`src/hw/rtl/beeper_tick_sequencer_unit_assert.svh`:
```
// Assertion macros used by the beeper tick sequencer RTL.
`ifndef BEEPER_TICK_SEQUENCER_UNIT_ASSERT_SVH
`define BEEPER_TICK_SEQUENCER_UNIT_ASSERT_SVH

// Same-cycle implication, checked at every rising edge outside reset.
`define BTSEQ_ASSERT_NOW(label, clk, rst_n, ante, cons, msg) \
    label: assert property (@(posedge clk) disable iff (!rst_n) (ante) |-> (cons)) \
        else $error(msg);

// Implication whose consequent is checked in the cycle after the antecedent.
`define BTSEQ_ASSERT_NEXT(label, clk, rst_n, ante, cons, msg) \
    label: assert property (@(posedge clk) disable iff (!rst_n) (ante) |=> (cons)) \
        else $error(msg);

`endif

```
`src/hw/rtl/btseq_pkg.sv`:
```
// Package with the types and constants of the beeper tick sequencer.
package btseq_pkg;

    localparam int unsigned CFG_W      = 16;
    localparam int unsigned CFG_IDX_W  = 2;
    localparam int unsigned CMD_W      = 3;
    localparam int unsigned BEEP_W     = 16;
    localparam int unsigned MOD_W      = 7;
    localparam int unsigned QUOT_W     = 10;
    localparam int unsigned FLIP_W     = 11;
    localparam int unsigned MSEC_W     = 10;
    localparam int unsigned MILLIS_W   = 32;
    localparam int unsigned SEC_W      = 6;
    localparam int unsigned MIN_W      = 6;
    localparam int unsigned HOUR_W     = 5;

    // Register reset values.
    localparam logic [CFG_W-1:0] SHORT_TICKS_RST = 16'd150;
    localparam logic [CFG_W-1:0] LONG_TICKS_RST  = 16'd800;
    localparam logic [CFG_W-1:0] BURST_TICKS_RST = 16'd25;

    // Burst countdown fires a beep when its value modulo 100 reaches 50.
    localparam logic [MOD_W-1:0] BURST_PERIOD_M1 = 7'd99;
    localparam logic [MOD_W-1:0] BURST_POINT     = 7'd50;
    localparam logic [MOD_W-1:0] BURST_PERIOD    = 7'd100;
    // floor(x / 100) == (x * 83887) >> 23 for every 16-bit x.
    localparam logic [16:0]      DIV100_MAGIC    = 17'd83887;
    localparam int unsigned      DIV100_SHIFT    = 23;

    // Flip sequence positions.
    localparam logic [FLIP_W-1:0] FLIP_BEEP_A = 11'd1;
    localparam logic [FLIP_W-1:0] FLIP_BEEP_B = 11'd601;
    localparam logic [FLIP_W-1:0] FLIP_BEEP_C = 11'd1201;
    localparam logic [FLIP_W-1:0] FLIP_LAST   = 11'd1501;

    localparam logic [MSEC_W-1:0] MS_PER_SEC   = 10'd1000;
    localparam logic [SEC_W-1:0]  SEC_PER_MIN  = 6'd60;
    localparam logic [MIN_W-1:0]  MIN_PER_HOUR = 6'd60;
    localparam logic [HOUR_W-1:0] HOUR_PER_DAY = 5'd24;

    typedef enum logic [CMD_W-1:0] {
        CMD_TICK  = 3'd0,
        CMD_SHORT = 3'd1,
        CMD_LONG  = 3'd2,
        CMD_FLIP  = 3'd3,
        CMD_BURST = 3'd4,
        CMD_CLOCK = 3'd5
    } t_cmd;

    typedef enum logic [CFG_IDX_W-1:0] {
        REG_SHORT_TICKS = 2'd0,
        REG_LONG_TICKS  = 2'd1,
        REG_BURST_TICKS = 2'd2
    } t_cfg_reg;

endpackage

```
`src/hw/rtl/beeper_tick_sequencer_unit.sv`:
```
// Top level of the beeper tick sequencer: input register, update logic, result register.
//
// Usage: one command item per transfer on the input channel (i_in_valid, o_in_stall,
// payload i_cmd, i_burst_load, i_flip_window_open). Command 0 is the 500 us tick,
// 1 and 2 request a short or long beep, 3 starts the flip sequence, 4 loads the burst
// countdown and 5 advances the hours:minutes:seconds clock; 6 and 7 change nothing.
// Every command gives exactly one result transfer on the output channel (o_out_valid,
// i_out_stall) carrying the pin level, the millisecond and second flags, the
// millisecond count and the clock fields as they stand after the command.
// An item taken in sits in the input register; when it moves on, its state update is
// applied and its result is loaded into the result register together. Throughput is
// one item per cycle while the receiver does not stall, set by the single update stage;
// the input register takes a new item in the cycle the result register is drained.
// When the receiver stalls, the result holds; the input register still takes one more
// item, then o_in_stall rises until the result moves on.
// Synchronous active-low reset empties both registers, clears all sequencer state
// and loads the beep lengths with 150, 800 and 25 ticks. The register port writes
// one beep length per cycle with i_cfg_wr_en; index 3 is ignored.
module beeper_tick_sequencer_unit
    import btseq_pkg::*;
(
    input  logic                  i_clk,
    input  logic                  i_rst_n,
    // Configuration writes
    input  logic                  i_cfg_wr_en,
    input  logic [CFG_IDX_W-1:0]  i_cfg_index,
    input  logic [CFG_W-1:0]      i_cfg_wdata,
    // Command channel
    input  logic                  i_in_valid,
    output logic                  o_in_stall,
    input  logic [CMD_W-1:0]      i_cmd,
    input  logic [BEEP_W-1:0]     i_burst_load,
    input  logic                  i_flip_window_open,
    // Result channel
    output logic                  o_out_valid,
    input  logic                  i_out_stall,
    output logic                  o_beeper_out,
    output logic                  o_ms_tick,
    output logic                  o_sec_tick,
    output logic [MILLIS_W-1:0]   o_millis_count,
    output logic [SEC_W-1:0]      o_clock_seconds,
    output logic [MIN_W-1:0]      o_clock_minutes,
    output logic [HOUR_W-1:0]     o_clock_hours
);

`include "beeper_tick_sequencer_unit_assert.svh"

    // Beep lengths.
    logic [CFG_W-1:0]    r_short_ticks;
    logic [CFG_W-1:0]    r_long_ticks;
    logic [CFG_W-1:0]    r_burst_ticks;

    // Input register. The quotient of the burst load by 100 is taken here so that
    // the remainder in the update stage only needs a constant multiply and subtract.
    logic                r_in_valid;
    t_cmd                r_in_cmd;
    logic [BEEP_W-1:0]   r_in_load;
    logic                r_in_flip;
    logic [QUOT_W-1:0]   r_in_quot;
    logic [32:0]         w_load_prod;

    // Sequencer state. r_burst_mod tracks r_burst modulo 100 alongside the count.
    logic [BEEP_W-1:0]   r_beep,      n_beep;
    logic [BEEP_W-1:0]   r_burst,     n_burst;
    logic [MOD_W-1:0]    r_burst_mod, n_burst_mod;
    logic [FLIP_W-1:0]   r_flip_pos,  n_flip_pos;
    logic                r_phase,     n_phase;
    logic [MSEC_W-1:0]   r_msec,      n_msec;
    logic [MILLIS_W-1:0] r_millis,    n_millis;
    logic                r_level,     n_level;
    logic [SEC_W-1:0]    r_sec,       n_sec;
    logic [MIN_W-1:0]    r_min,       n_min;
    logic [HOUR_W-1:0]   r_hour,      n_hour;
    logic                n_ms_flag;
    logic                n_sec_flag;

    // Result register.
    logic                r_out_valid;
    logic                r_out_level;
    logic                r_out_ms;
    logic                r_out_sec;
    logic [MILLIS_W-1:0] r_out_millis;
    logic [SEC_W-1:0]    r_out_sec_f;
    logic [MIN_W-1:0]    r_out_min_f;
    logic [HOUR_W-1:0]   r_out_hour_f;

    logic                w_advance;
    logic                w_in_accept;
    logic [BEEP_W-1:0]   w_load_rem;
    logic [MSEC_W-1:0]   w_msec_inc;

    // The held item moves on whenever the result register is empty or being drained.
    assign w_advance   = r_in_valid && (!r_out_valid || !i_out_stall);
    assign o_in_stall  = r_in_valid && !w_advance;
    assign w_in_accept = i_in_valid && !o_in_stall;

    assign w_load_prod = {17'd0, i_burst_load} * {16'd0, DIV100_MAGIC};
    assign w_load_rem  = r_in_load - BEEP_W'(r_in_quot * BURST_PERIOD);
    assign w_msec_inc  = r_msec + 1'b1;

    always_ff @(posedge i_clk) begin
        if (!i_rst_n) begin
            r_short_ticks <= SHORT_TICKS_RST;
            r_long_ticks  <= LONG_TICKS_RST;
            r_burst_ticks <= BURST_TICKS_RST;
        end else if (i_cfg_wr_en) begin
            unique case (t_cfg_reg'(i_cfg_index))
                REG_SHORT_TICKS: r_short_ticks <= i_cfg_wdata;
                REG_LONG_TICKS:  r_long_ticks  <= i_cfg_wdata;
                REG_BURST_TICKS: r_burst_ticks <= i_cfg_wdata;
                default: ;
            endcase
        end
    end

    always_ff @(posedge i_clk) begin
        if (!i_rst_n) begin
            r_in_valid <= 1'b0;
        end else if (w_in_accept) begin
            r_in_valid <= 1'b1;
        end else if (w_advance) begin
            r_in_valid <= 1'b0;
        end
    end

    always_ff @(posedge i_clk) begin
        if (w_in_accept) begin
            r_in_cmd  <= t_cmd'(i_cmd);
            r_in_load <= i_burst_load;
            r_in_flip <= i_flip_window_open;
            r_in_quot <= w_load_prod[DIV100_SHIFT +: QUOT_W];
        end
    end

    always_comb begin
        n_beep      = r_beep;
        n_burst     = r_burst;
        n_burst_mod = r_burst_mod;
        n_flip_pos  = r_flip_pos;
        n_phase     = r_phase;
        n_msec      = r_msec;
        n_millis    = r_millis;
        n_level     = r_level;
        n_sec       = r_sec;
        n_min       = r_min;
        n_hour      = r_hour;
        n_ms_flag   = 1'b0;
        n_sec_flag  = 1'b0;
        unique case (r_in_cmd)
            CMD_TICK: begin
                // Toggle while a beep runs; otherwise drive low, except that the pin
                // keeps its level while the burst count sits on a burst point.
                if (r_beep != '0) begin
                    n_level = ~r_level;
                    n_beep  = r_beep - 1'b1;
                end else if (r_burst == '0 || r_burst_mod != BURST_POINT) begin
                    n_level = 1'b0;
                end
                // A burst point reloads the beep even if one is running.
                if (r_burst != '0) begin
                    n_burst     = r_burst - 1'b1;
                    n_burst_mod = (r_burst_mod == '0) ? BURST_PERIOD_M1
                                                      : r_burst_mod - 1'b1;
                    if (n_burst_mod == BURST_POINT) begin
                        n_beep = r_burst_ticks;
                    end
                end
                if (r_flip_pos != '0) begin
                    if ((r_flip_pos == FLIP_BEEP_A || r_flip_pos == FLIP_BEEP_B ||
                         r_flip_pos == FLIP_BEEP_C) && n_beep == '0) begin
                        n_beep = r_short_ticks;
                    end
                    n_flip_pos = r_flip_pos + 1'b1;
                    if (!r_in_flip || n_flip_pos > FLIP_LAST) begin
                        n_flip_pos = '0;
                    end
                end
                // Every second tick completes a millisecond.
                n_phase = ~r_phase;
                if (r_phase) begin
                    n_millis  = r_millis + 1'b1;
                    n_ms_flag = 1'b1;
                    if (w_msec_inc >= MS_PER_SEC) begin
                        n_msec     = '0;
                        n_sec_flag = 1'b1;
                    end else begin
                        n_msec = w_msec_inc;
                    end
                end
            end
            CMD_SHORT: begin
                if (r_beep == '0) begin
                    n_beep = r_short_ticks;
                end
            end
            CMD_LONG: begin
                if (r_beep == '0) begin
                    n_beep = r_long_ticks;
                end
            end
            CMD_FLIP: begin
                if (r_flip_pos == '0) begin
                    n_flip_pos = FLIP_BEEP_A;
                end
            end
            CMD_BURST: begin
                n_burst     = r_in_load;
                n_burst_mod = w_load_rem[MOD_W-1:0];
            end
            CMD_CLOCK: begin
                n_sec = r_sec + 1'b1;
                if (n_sec >= SEC_PER_MIN) begin
                    n_sec = '0;
                    n_min = r_min + 1'b1;
                    if (n_min >= MIN_PER_HOUR) begin
                        n_min  = '0;
                        n_hour = r_hour + 1'b1;
                        if (n_hour >= HOUR_PER_DAY) begin
                            n_hour = '0;
                        end
                    end
                end
            end
            default: ;
        endcase
    end

    always_ff @(posedge i_clk) begin
        if (!i_rst_n) begin
            r_beep      <= '0;
            r_burst     <= '0;
            r_burst_mod <= '0;
            r_flip_pos  <= '0;
            r_phase     <= 1'b0;
            r_msec      <= '0;
            r_millis    <= '0;
            r_level     <= 1'b0;
            r_sec       <= '0;
            r_min       <= '0;
            r_hour      <= '0;
        end else if (w_advance) begin
            r_beep      <= n_beep;
            r_burst     <= n_burst;
            r_burst_mod <= n_burst_mod;
            r_flip_pos  <= n_flip_pos;
            r_phase     <= n_phase;
            r_msec      <= n_msec;
            r_millis    <= n_millis;
            r_level     <= n_level;
            r_sec       <= n_sec;
            r_min       <= n_min;
            r_hour      <= n_hour;
        end
    end

    always_ff @(posedge i_clk) begin
        if (!i_rst_n) begin
            r_out_valid <= 1'b0;
        end else if (w_advance) begin
            r_out_valid <= 1'b1;
        end else if (!i_out_stall) begin
            r_out_valid <= 1'b0;
        end
    end

    always_ff @(posedge i_clk) begin
        if (w_advance) begin
            r_out_level  <= n_level;
            r_out_ms     <= n_ms_flag;
            r_out_sec    <= n_sec_flag;
            r_out_millis <= n_millis;
            r_out_sec_f  <= n_sec;
            r_out_min_f  <= n_min;
            r_out_hour_f <= n_hour;
        end
    end

    assign o_out_valid     = r_out_valid;
    assign o_beeper_out    = r_out_level;
    assign o_ms_tick       = r_out_ms;
    assign o_sec_tick      = r_out_sec;
    assign o_millis_count  = r_out_millis;
    assign o_clock_seconds = r_out_sec_f;
    assign o_clock_minutes = r_out_min_f;
    assign o_clock_hours   = r_out_hour_f;

    // The modulo shadow must stay a valid remainder and be zero with an empty count.
    `BTSEQ_ASSERT_NOW(a_burst_mod_ok, i_clk, i_rst_n, 1'b1,
        (r_burst_mod < BURST_PERIOD) && (r_burst != '0 || r_burst_mod == '0),
        "burst modulo shadow out of step with the burst count")

    // The flip sequence never runs past its last position.
    `BTSEQ_ASSERT_NOW(a_flip_range, i_clk, i_rst_n, 1'b1, r_flip_pos <= FLIP_LAST,
        "flip position beyond the end of the sequence")

    // The clock fields stay in range.
    `BTSEQ_ASSERT_NOW(a_clock_range, i_clk, i_rst_n, 1'b1,
        (r_sec < SEC_PER_MIN) && (r_min < MIN_PER_HOUR) && (r_hour < HOUR_PER_DAY),
        "clock field out of range")

    // A tick on the odd half-millisecond must report a completed millisecond.
    `BTSEQ_ASSERT_NEXT(a_ms_flag, i_clk, i_rst_n,
        w_advance && (r_in_cmd == CMD_TICK) && r_phase,
        o_out_valid && o_ms_tick,
        "millisecond flag missing on the second tick of a millisecond")

    // A second is only ever completed together with a millisecond.
    `BTSEQ_ASSERT_NOW(a_sec_implies_ms, i_clk, i_rst_n, o_out_valid && o_sec_tick,
        o_ms_tick, "second flag without millisecond flag")

endmodule
```
`config.mk`:
```
export PLATFORM = sky130hd
export DESIGN_NAME = beeper_tick_sequencer_unit
export DESIGN_NICKNAME = d
export VERILOG_FILES = /design/src/hw/rtl/btseq_pkg.sv /design/src/hw/rtl/beeper_tick_sequencer_unit.sv
export VERILOG_INCLUDE_DIRS = /design/src /design/src/hw/rtl
export SDC_FILE = /design/constraint.sdc
export NUM_CORES = 1
export LEC_CHECK = 0
export ABC_AREA = 1
export BUFFER_PORTS_ARGS = -buffer_cell sky130_fd_sc_hd__buf_4
export CAP_MARGIN = 15
export CORE_MARGIN = 5
export CORE_UTILIZATION = 56
export DETAILED_ROUTE_END_ITERATION = 8
export MAX_ROUTING_LAYER = met4
export PLACE_DENSITY = 0.77
export SLEW_MARGIN = 25
export SYNTH_ARGS = -nofsm -noshare
export SYNTH_HDL_FRONTEND = slang
export SYNTH_SLANG_ARGS = --single-unit
```
`constraint.sdc`:
```
create_clock -name i_clk -period 4.42 [get_ports i_clk]
set_input_delay 0 -clock i_clk [delete_from_list [all_inputs] [get_ports i_clk]]
set_output_delay 0 -clock i_clk [all_outputs]
set_load 0.005 [all_outputs]
```
==> results of run 1 <==
==> final timing paths <==
kind	start	to	slack, ps
setup / recovery	i_burst_load[12]	r_in_quot[4]	160
setup reg to reg	r_burst_mod[0]	r_beep[14]	930
hold reg to reg	r_long_ticks[1]	r_long_ticks[1]	460
hold / removal	i_cfg_wr_en	r_burst_ticks[9]	50
==> critical path: cells and delay by family <==
| family | cells | cell delay [ps] |
|---|---|---|
| AO/OA/AOI/OAI | 1 | 110 |
| XOR/XNOR | 1 | 90 |
| adder cells (fa/ha/maj) | 7 | 3340 |
| buffers and inverters | 5 | 360 |
| AND/OR/NAND/NOR | 5 | 630 |
==> through the flow <==
| stage | setup slack, ps | power (mW) | util [%] | area, um^2 | hold slack [ps] |
|---|---|---|---|---|---|
| 3_5_place_dp | -371 | 9.20 | 62.8 | 18100 | 190 |
| 5_1_grt | 20.3 | 12.6 | 67.6 | 19400 | 76.1 |
| 4_1_cts | 13.7 | 11.3 | 67.4 | 19400 | 32.5 |
| 2_1_floorplan | -28.1 | 7.26 | - | 16500 | 98.9 |
| 6_report | 161 | 11.5 | 67.6 | 19400 | 53.3 |
| 3_3_place_gp | -356 | 9.06 | 62.8 | 18100 | 195 |
==> power breakdown <==
part	switching (mW)	total (mW)	internal (mW)	leakage, nW
Sequential	0.0855	2.54	2.46	2.07
Clock	0.879	2.04	1.16	0.401
Combinational	3.84	6.96	3.13	6.60
==> registers in the layout (all words and copies together), names as in the netlist, 3 cells and up <==
name,count
o_millis_count,32
r_millis,32
r_beep,16
r_burst,16
r_burst_ticks,16
r_in_load,16
r_long_ticks,16
r_short_ticks,16
r_flip_pos,11
r_msec,10
r_burst_mod,7
o_clock_minutes,6
o_clock_seconds,6
r_min,6
r_sec,6
o_clock_hours,5
r_hour,5
r_in_quot,5
r_in_cmd,3
==> logic make-up after synthesis <==
group                      after synthesis  synth area share [%]
DFF                                    238                  33.9
adders and majority gates              226                  21.8
xor gates and xnor gates                86                  4.61
AOI/OAI and AO/OA                      396                  13.3
buffers and inverters                  445                  10.4
and+or+nand+nor                        605                  16.0
==> repair_timing <==
action | CTS | global route
endpoints found under the hold margin | 71 | 1
hold buffers | 53 | 1
resized for setup | 0 | 11
endpoints found under the setup margin | 0 | 4
==> layout by cell type (no fill, tap or decap), drive strengths merged, types with 19 or more instances in the layout <==
cell type	instances
o21ai	178
xor2	70
o22ai	19
fa	97
nand2	281
dfxtp	161
a21oi	141
dlygate4sd3	53
nor2	170
inv	390
nand3	88
buf	179
nor3	29
clkbuf	34
ha	129
edfxtp	77
==> cell type report <==
cell class,count,area [um^2],area share [%]
well taps,384,480,2.47
inverters,392,1470,7.57
clock inverters,12,81.3,0.418
multi-input cells,1313,9280,47.7
clock buffers,34,722,3.71
flip-flops and latches,238,5540,28.5
repair buffers,232,1880,9.66
==> layer usage <==
| metal | vias to the layer above | share of wire (%) | track usage (%) |
|---|---|---|---|
| met4 | 0 | 2.2 | 6.56 |
| li1 | 6897 | - | - |
| met5 | - | 0 | - |
| met2 | 377 | 50 | 43.2 |
| met3 | 69 | 4.6 | 2.55 |
| met1 | 6481 | 43 | 30.6 |
==> results.cfg, run 1 <==
[setup_path]
crit_top_cell = fa_1
critical_path_class = in2reg
slowest_delay_ps = 600
path_cells = buf_4 -> fa_1 -> inv_1 -> fa_1 -> inv_1 -> fa_1 -> inv_1 -> fa_1 -> inv_1 -> fa_1 -> fa_1 -> ha_4 -> nand2_4 -> nor2_2 -> nand2_1 -> nor4_1 -> nand2_1 -> o211ai_1 -> xor2_1
cp_slowest_cell = fa_1
crit_required_ps = 4690
reg2regPathDepth = 19
critPathMaxFanout = 3
critPathCaptureType = register
cp-start-kind = input pin
arrival_ps = 4530

[clocking]
cts_tree = built
clk_pin_slew_ps = 60
cts_inserted_buffers = 25
cts_buffer_depth = 3
htreeDepth = 1
root_buffer = clkbuf_16
cts_setup_buffers = 0
clkSinkCount = 238
insertion_delay_ps = 540

[global_route]
grt_overflow = 0
grt_max_degree = 84
antenna_found_initial = 0
grt_pass1_wl_um = 66400
grt.total_usage_pct = 24.6
grt_pass1_vias = 14100

[logic_synthesis]
ys_ff_latch = 238
synth_area_leaders = dfxtp_1 20%, edfxtp_1 14%, fa_1 12%, ha_1 9.9%, inv_1 8.8%
synth.avg_cell_area_um2 = 8.18
syn-cell-area_um2 = 16300
seq_area_frac_synth_pct = 33.9
synthDistinctLibCells = 53
synth_top_area_share_pct = 19.7
synth_top_area_cell = dfxtp_1
synth_commonest_cells = 382 x inv_1, 279 x nand2_1, 162 x nor2_1
synth-edff-count = 77
synth_warnings = 0
syn_inst = 1996
ys_async_sr_fraction_pct = 0
yosysMostFrequentCell = inv_1
synth_fp_nets = 2265
synth_ff_type = dfxtp_1

[sta]
max-slew-margin-rel_pct = 30.3
timing.final.max_slew_violations = 0
min_period_ps = 4260
tightestPinTransition_ps = 1040
max_freq_mhz = 235
skew_ps = 19.3
setup_viol = 0
fin_crit_sh_pct = 96.3
hold_viol = 0
grt_setup_unrepaired = false
setup_tns_ps = 0

[finish]
drive_above_1_share_pct = 12.5
fin_nets = 2471
final_cells = 2605
num-fill-cells = 2254
antennaDiodeCount = 0
syn2layout_area_growth_pct = 19.1

[drt]
detail_route.wirelength_um = 39400
ant_nets = 0
viasPerCell = 5.31
vias = 13800
first_pass_iters = 5
drc = 0
detail_route.wl_per_cell_um = 15.1
initialDrtViolationCount = 1017

[die]
die-area_um2 = 32700
coreArea_um2 = 28800
start_util_pct = 56.7
ioPinCount = 97
die_x_um = 181
rows = 62
dieHeight_um = 181

[placed_design]
port-buffer-count = 96
finalWeightedCongestion = 0.933
dp_hpwl_um = 29100
dp_cells = 2506

[hold_path]
worstHoldPathCells = 5
hold_class = in2reg

[power]
p_leak_nw = 9.07
p_per_area_nw_per_um2 = 594
irDropWorstVdd_mv = 0.612

[job]
cap_violations = 0

[outcome]
status = finished, final reports clean
Power figures use the tool's default switching activity.
==> inputs of run 2 (changes only) <==
- clock period: 4.42 -> 3.9 ns (I/O delays scaled with it)
==> run 2 against run 1 <==
Effect of this change: the flow now finishes with violations (setup timing); utilization grew 1.1 points; critical path depth grew 1; clock skew shrank 3.8 ps; cell area grew 1.6%; setup slack lost 440 ps; count of clock-buffer cells in the layout is the same; global-route usage is essentially flat; via count grew 1.0%; clock power grew 20%; wire length grew 1.4%; power grew 29%; combinational power grew 37%; largest power group unchanged; highest routed layer unchanged.
==> results.cfg, run 2 (synthesis results as in run 1) <==
[die]
start_util_pct = 56.7
die_x_um = 181
die-area_um2 = 32700
ioPinCount = 97
coreArea_um2 = 28800
dieHeight_um = 181
rows = 62

[clocking]
cts_buffer_depth = 3
htreeDepth = 1
cts_inserted_buffers = 25
root_buffer = clkbuf_16
clkSinkCount = 238
insertion_delay_ps = 540
cts_tree = built
clk_pin_slew_ps = 60

[drt]
first_pass_iters = 8
detail_route.wirelength_um = 39900
detail_route.wl_per_cell_um = 15.3
vias = 14000
ant_nets = 0
initialDrtViolationCount = 1039
drc = 0
viasPerCell = 5.34

[hold_path]
hold_class = in2reg
min_from = i_cfg_wr_en

[placed_design]
dp_hpwl_um = 29400
finalWeightedCongestion = 0.935
placed_area_um2 = 18200
place_ws_ps = -897
port-buffer-count = 96

[sta]
max_freq_mhz = 239
tightestPinTransition_ps = 980
setup_viol = 5
fin_crit_sh_pct = 107
min_period_ps = 4180
hold_viol = 0
max-slew-margin-rel_pct = 34.3
grt_setup_unrepaired = true
skew_ps = 15.5
layout_setup_ws_ps = -281
timing.final.max_slew_violations = 0

[finish]
antennaDiodeCount = 0
final_util_pct = 68.7
fin_nets = 2483
final_cell_mix = 372 x inv_1, 272 x nand2_1, 189 x buf_4
fin_area_um2 = 19800
syn2layout_area_growth_pct = 21.0
drive_above_1_share_pct = 14.2
layout_commonest_cell = inv_1

[setup_path]
crit_required_ps = 4180
critPathMaxFanout = 4
critPathCaptureType = register
cp-start-kind = input pin
arrival_ps = 4460
critical_path_class = in2reg
rr_startpoint = r_burst_mod[0]
cp-startpoint = i_burst_load[13]

[power]
power_mw = 14.8
p_per_area_nw_per_um2 = 751
p_leak_nw = 9.18
irDropWorstVdd_mv = 1.01

[global_route]
grt_max_degree = 84
grt_pass1_wl_um = 66600
grt_overflow = 0
grt.total_usage_pct = 24.7
antenna_found_initial = 0
grt_pass1_vias = 14000

[outcome]
violations = setup timing
status = finished, violations left

[job]
cap_violations = 0
run 2: cell types whose count changed in the layout (fill, tap and decap cells not counted), sizes merged:
cell	before	now
inv	390	388
bufinv	0	2
dlygate4sd3	53	50
buf	179	194
run 2: routing by layer:
metal  track usage (%)  vias to the layer above  part of all wire (%)
met5                 -                        -                     0
met1              30.6                     6616                    42
met4              7.83                        0                   2.9
li1                  -                     6903                     -
met2              42.3                      362                    50
met3              2.96                       83                   4.8
run 2: what timing repair did:
item,4_1_cts,5_1_grt
hold endpoints to repair,70,0
setup endpoints to repair,5,5
setup buffers,3,2
hold buffers,50,0
pin swaps,12,18
resized for setup,27,11
run 2: path summary, 6_finish.rpt:
| check | end | slack (ps) | cells after the start |
|---|---|---|---|
| worst max-delay path | r_in_quot[4] | -280 | 20 |
| worst min register to register | r_long_ticks[1] | 450 | 2 |
| worst max register to register | r_beep[12] | 620 | 18 |
| worst min-delay path | r_burst_ticks[11] | 30 | 5 |
run 2: cell type report:
class / count / area (um^2)
Timing Repair Buffer: 244 / 1980
Inverter: 392 / 1470
Fill cell: 2262 / 9010
Tap cell: 384 / 480
Clock inverter: 12 / 139
Multi-Input combinational cell: 1313 / 9440
Sequential cell: 238 / 5540
Clock buffer: 34 / 711
run 2: power breakdown:
group | switching (mW) | internal (mW)
clock | 1.02 | 1.42
sequential | 0.0989 | 2.78
combinational | 5.00 | 4.52
total | 6.12 | 8.73
run 2: worst max-delay path, cell delays in order:
cell and delay (ps):
buf_6 100, fa_2 590, inv_2 70, fa_1 510, inv_1 50, fa_1 520, fa_1 430, fa_1 490
inv_1 50, fa_1 480, inv_2 40, ha_4 290, nand2_4 60, nor2_1 80, inv_1 70, buf_4 140
nor4_4 200, nand2_1 80, o211ai_1 110, xor2_1 100
run 2: through the flow:
stage	std cells	setup TNS [ps]	hold WS (ps)
2_1_floorplan	1996	-2270	98.9
3_3_place_gp	2516	-4020	200
3_5_place_dp	2516	-4210	194
4_1_cts	2615	-1080	17.1
5_1_grt	2617	-1890	58.3
6_report	2617	-1160	34.7
==> inputs of run 3 (changes only) <==
- ABC_AREA: 1 -> unset
- CORE_ASPECT_RATIO: unset -> 0.5
==> run 3 against run 2 <==
Effect of this change: the flow still finishes with violations (setup timing); register-to-register slack got worse by 350 ps; wire length increased by 3.6%; count of clock-buffer cells in the layout is the same; sequential cell count is the same; cell count fell by 7.7%; critical path depth fell by 3; synthesized area up 0.75%; maximum frequency is 10% lower; synthesized cell count down 8.3%; non-clock buffer count decreased by 3; sequential power down 2%; clock power shrank 5%.
==> results.cfg, run 3 <==
[job]
cap_violations = 0

[clocking]
insertion_delay_ps = 520
htreeDepth = 1
clk_pin_slew_ps = 60
cts_buffer_depth = 3
clkSinkCount = 238
cts_tree = built
root_buffer = clkbuf_16
cts_inserted_buffers = 24

[finish]
layout_commonest_cell = nand2_1
syn2layout_area_growth_pct = 18.4
final_cells = 2416
fin_nets = 2277
drive_above_1_share_pct = 15.0
final_cell_mix = 217 x nand2_1, 190 x buf_4, 188 x inv_1
antennaDiodeCount = 0
fin_area_um2 = 19500

[die]
ioPinCount = 97
dieHeight_um = 131
die_x_um = 252
rows = 44
coreArea_um2 = 29000
die-area_um2 = 33100
start_util_pct = 56.8

[setup_path]
cp-start-kind = input pin
r2r_end = r_beep[12]
critical_path_class = in2reg
critPathCaptureType = register
reg2regPathDepth = 10
rr_startpoint = r_beep[1]
r2r_setup_slack_ps = 270
arrival_ps = 4920
critPathMaxFanout = 3
cp-startpoint = i_burst_load[15]
crit_required_ps = 4170

[global_route]
grt_pass1_wl_um = 66400
grt_pass1_vias = 13300
antenna_found_initial = 0
grt.total_usage_pct = 24.7
grt_overflow = 0
grt_max_degree = 74

[drt]
detail_route.wl_per_cell_um = 17.1
drc = 0
detail_route.wirelength_um = 41400
first_pass_iters = 5
met3_length_um = 2620
wl_met2_um = 19500
route.layer.met1.wl_um = 18000
viasPerCell = 5.75
topRoutingLayerUsed = met4
vias = 13900
initialDrtViolationCount = 1187
ant_nets = 0

[sta]
fin_crit_sh_pct = 119
max_freq_mhz = 215
hold_viol = 0
min_period_ps = 4650
tightestPinTransition_ps = 952
setup_viol = 5
layout_setup_ws_ps = -747
setup_tns_ps = -3430
max-slew-margin-rel_pct = 36.5
timing.final.max_slew_violations = 0
holdWs_ps = 19.1
skew_ps = 14.7
grt_setup_unrepaired = true

[outcome]
violations = setup timing
status = finished, violations left

[logic_synthesis]
seq_area_frac_synth_pct = 33.6
synth_area_leaders = dfxtp_1 20%, edfxtp_1 14%, fa_1 12%, ha_1 9.8%, nand2_1 5.0%
synth_ff_type = dfxtp_1
synth_top_area_share_pct = 19.6
synth_top_area_cell = dfxtp_1
yosysMostFrequentCell = nand2_1
syn-cell-area_um2 = 16500
synth_commonest_cells = 219 x nand2_1, 191 x inv_1, 161 x dfxtp_1
synth-edff-count = 77
ys_async_sr_fraction_pct = 0
synthDistinctLibCells = 81
synth_fp_nets = 2100
ys_ff_latch = 238
syn_inst = 1831
synth.avg_cell_area_um2 = 8.99
synth_warnings = 0

[power]
power_mw = 11.3
irDropWorstVdd_mv = 0.723
p_per_area_nw_per_um2 = 580
p_leak_nw = 8.18

[placed_design]
dp_hpwl_um = 29000
dp_cells = 2321
finalWeightedCongestion = 0.917
port-buffer-count = 96
placed_area_um2 = 18000

[hold_path]
worstHoldPathCells = 5
hold_class = in2reg
min_from = i_cfg_index[1]
worstHoldEndpoint = r_short_ticks[3]
[run 3: cell count changes in the layout (fill, tap and decap cells not counted), moves of 31 or more]
cell     previous run  this run
inv_1             372       188
nor2_1            158       113
o21ai_0           148       105
a21oi_1           130        99
xnor2_1            16        58
xor2_1             70        36
nand2_1           272       217
[run 3: cells by family after synthesis]
| group | share of synthesized area, % |
|---|---|
| xor gates and xnor gates | 5.00 |
| buffers and inverters | 6.65 |
| muxes | 0.502 |
| AOI/OAI and AO/OA | 14.5 |
| and+or+nand+nor | 17.9 |
| adders and majority gates | 21.7 |
| DFF | 33.6 |
[run 3: where the power goes]
| part | switching, mW | internal (mW) | total [mW] |
|---|---|---|---|
| Clock | 0.948 | 1.39 | 2.33 |
| Combinational | 3.25 | 2.90 | 6.14 |
| Sequential | 0.0961 | 2.73 | 2.83 |
| Total | 4.29 | 7.02 | 11.3 |
[run 3: layout make-up]
class / count / area [um^2]
clock buffer: 34 / 703
inverter: 193 / 726
clock inverter: 9 / 101
multi-input combinational: 1310 / 9990
tap: 391 / 489
timing repair buffer: 241 / 1950
sequential: 238 / 5540
fill: 2266 / 9470
[run 3: routing by layer]
metal / global-route usage (%) / up-vias
met5: - / -
met4: 6.63 / 0
met3: 3.18 / 108
met2: 39.7 / 484
met1: 33.2 / 6628
li1: - / 6679
[run 3: worst max-delay path: stages]
cell and delay, ps:
buf_8 100, fa_1 580, inv_2 80, fa_1 550
inv_2 60, fa_2 390, fa_1 530, fa_1 520
fa_1 590, ha_4 220, a21oi_4 160, o21ai_2 80
nor4b_2 350, a311oi_2 170, o31a_1 350, nor2_2 120
xnor2_1 70
[run 3: worst max-delay path by stage]
| stage | endpoint | slack [ps] |
|---|---|---|
| final | r_in_quot[3] | -750 |
| after global routing | r_in_quot[3] | -900 |
| after CTS | r_in_quot[3] | -680 |
| after detailed placement | r_in_quot[3] | -1340 |
| after global placement | r_in_quot[3] | -1290 |
| after floorplan | r_in_quot[3] | -1010 |
[run 3: per-stage QoR]
step                setup slack, ps  utilization, %
floorplan                     -1010               -
global placement              -1290            62.2
detailed placement            -1340            62.3
CTS                            -681            67.0
global route                   -903            67.3
finish                         -747            67.3
[run 3: repair_timing]
item | 4_1_cts | 5_1_grt
setup endpoints to repair | 5 | 5
setup buffers | 2 | 2
hold endpoints to repair | 70 | 0
hold buffers | 48 | 0
pin swaps | 17 | 32
resized for setup | 15 | 14
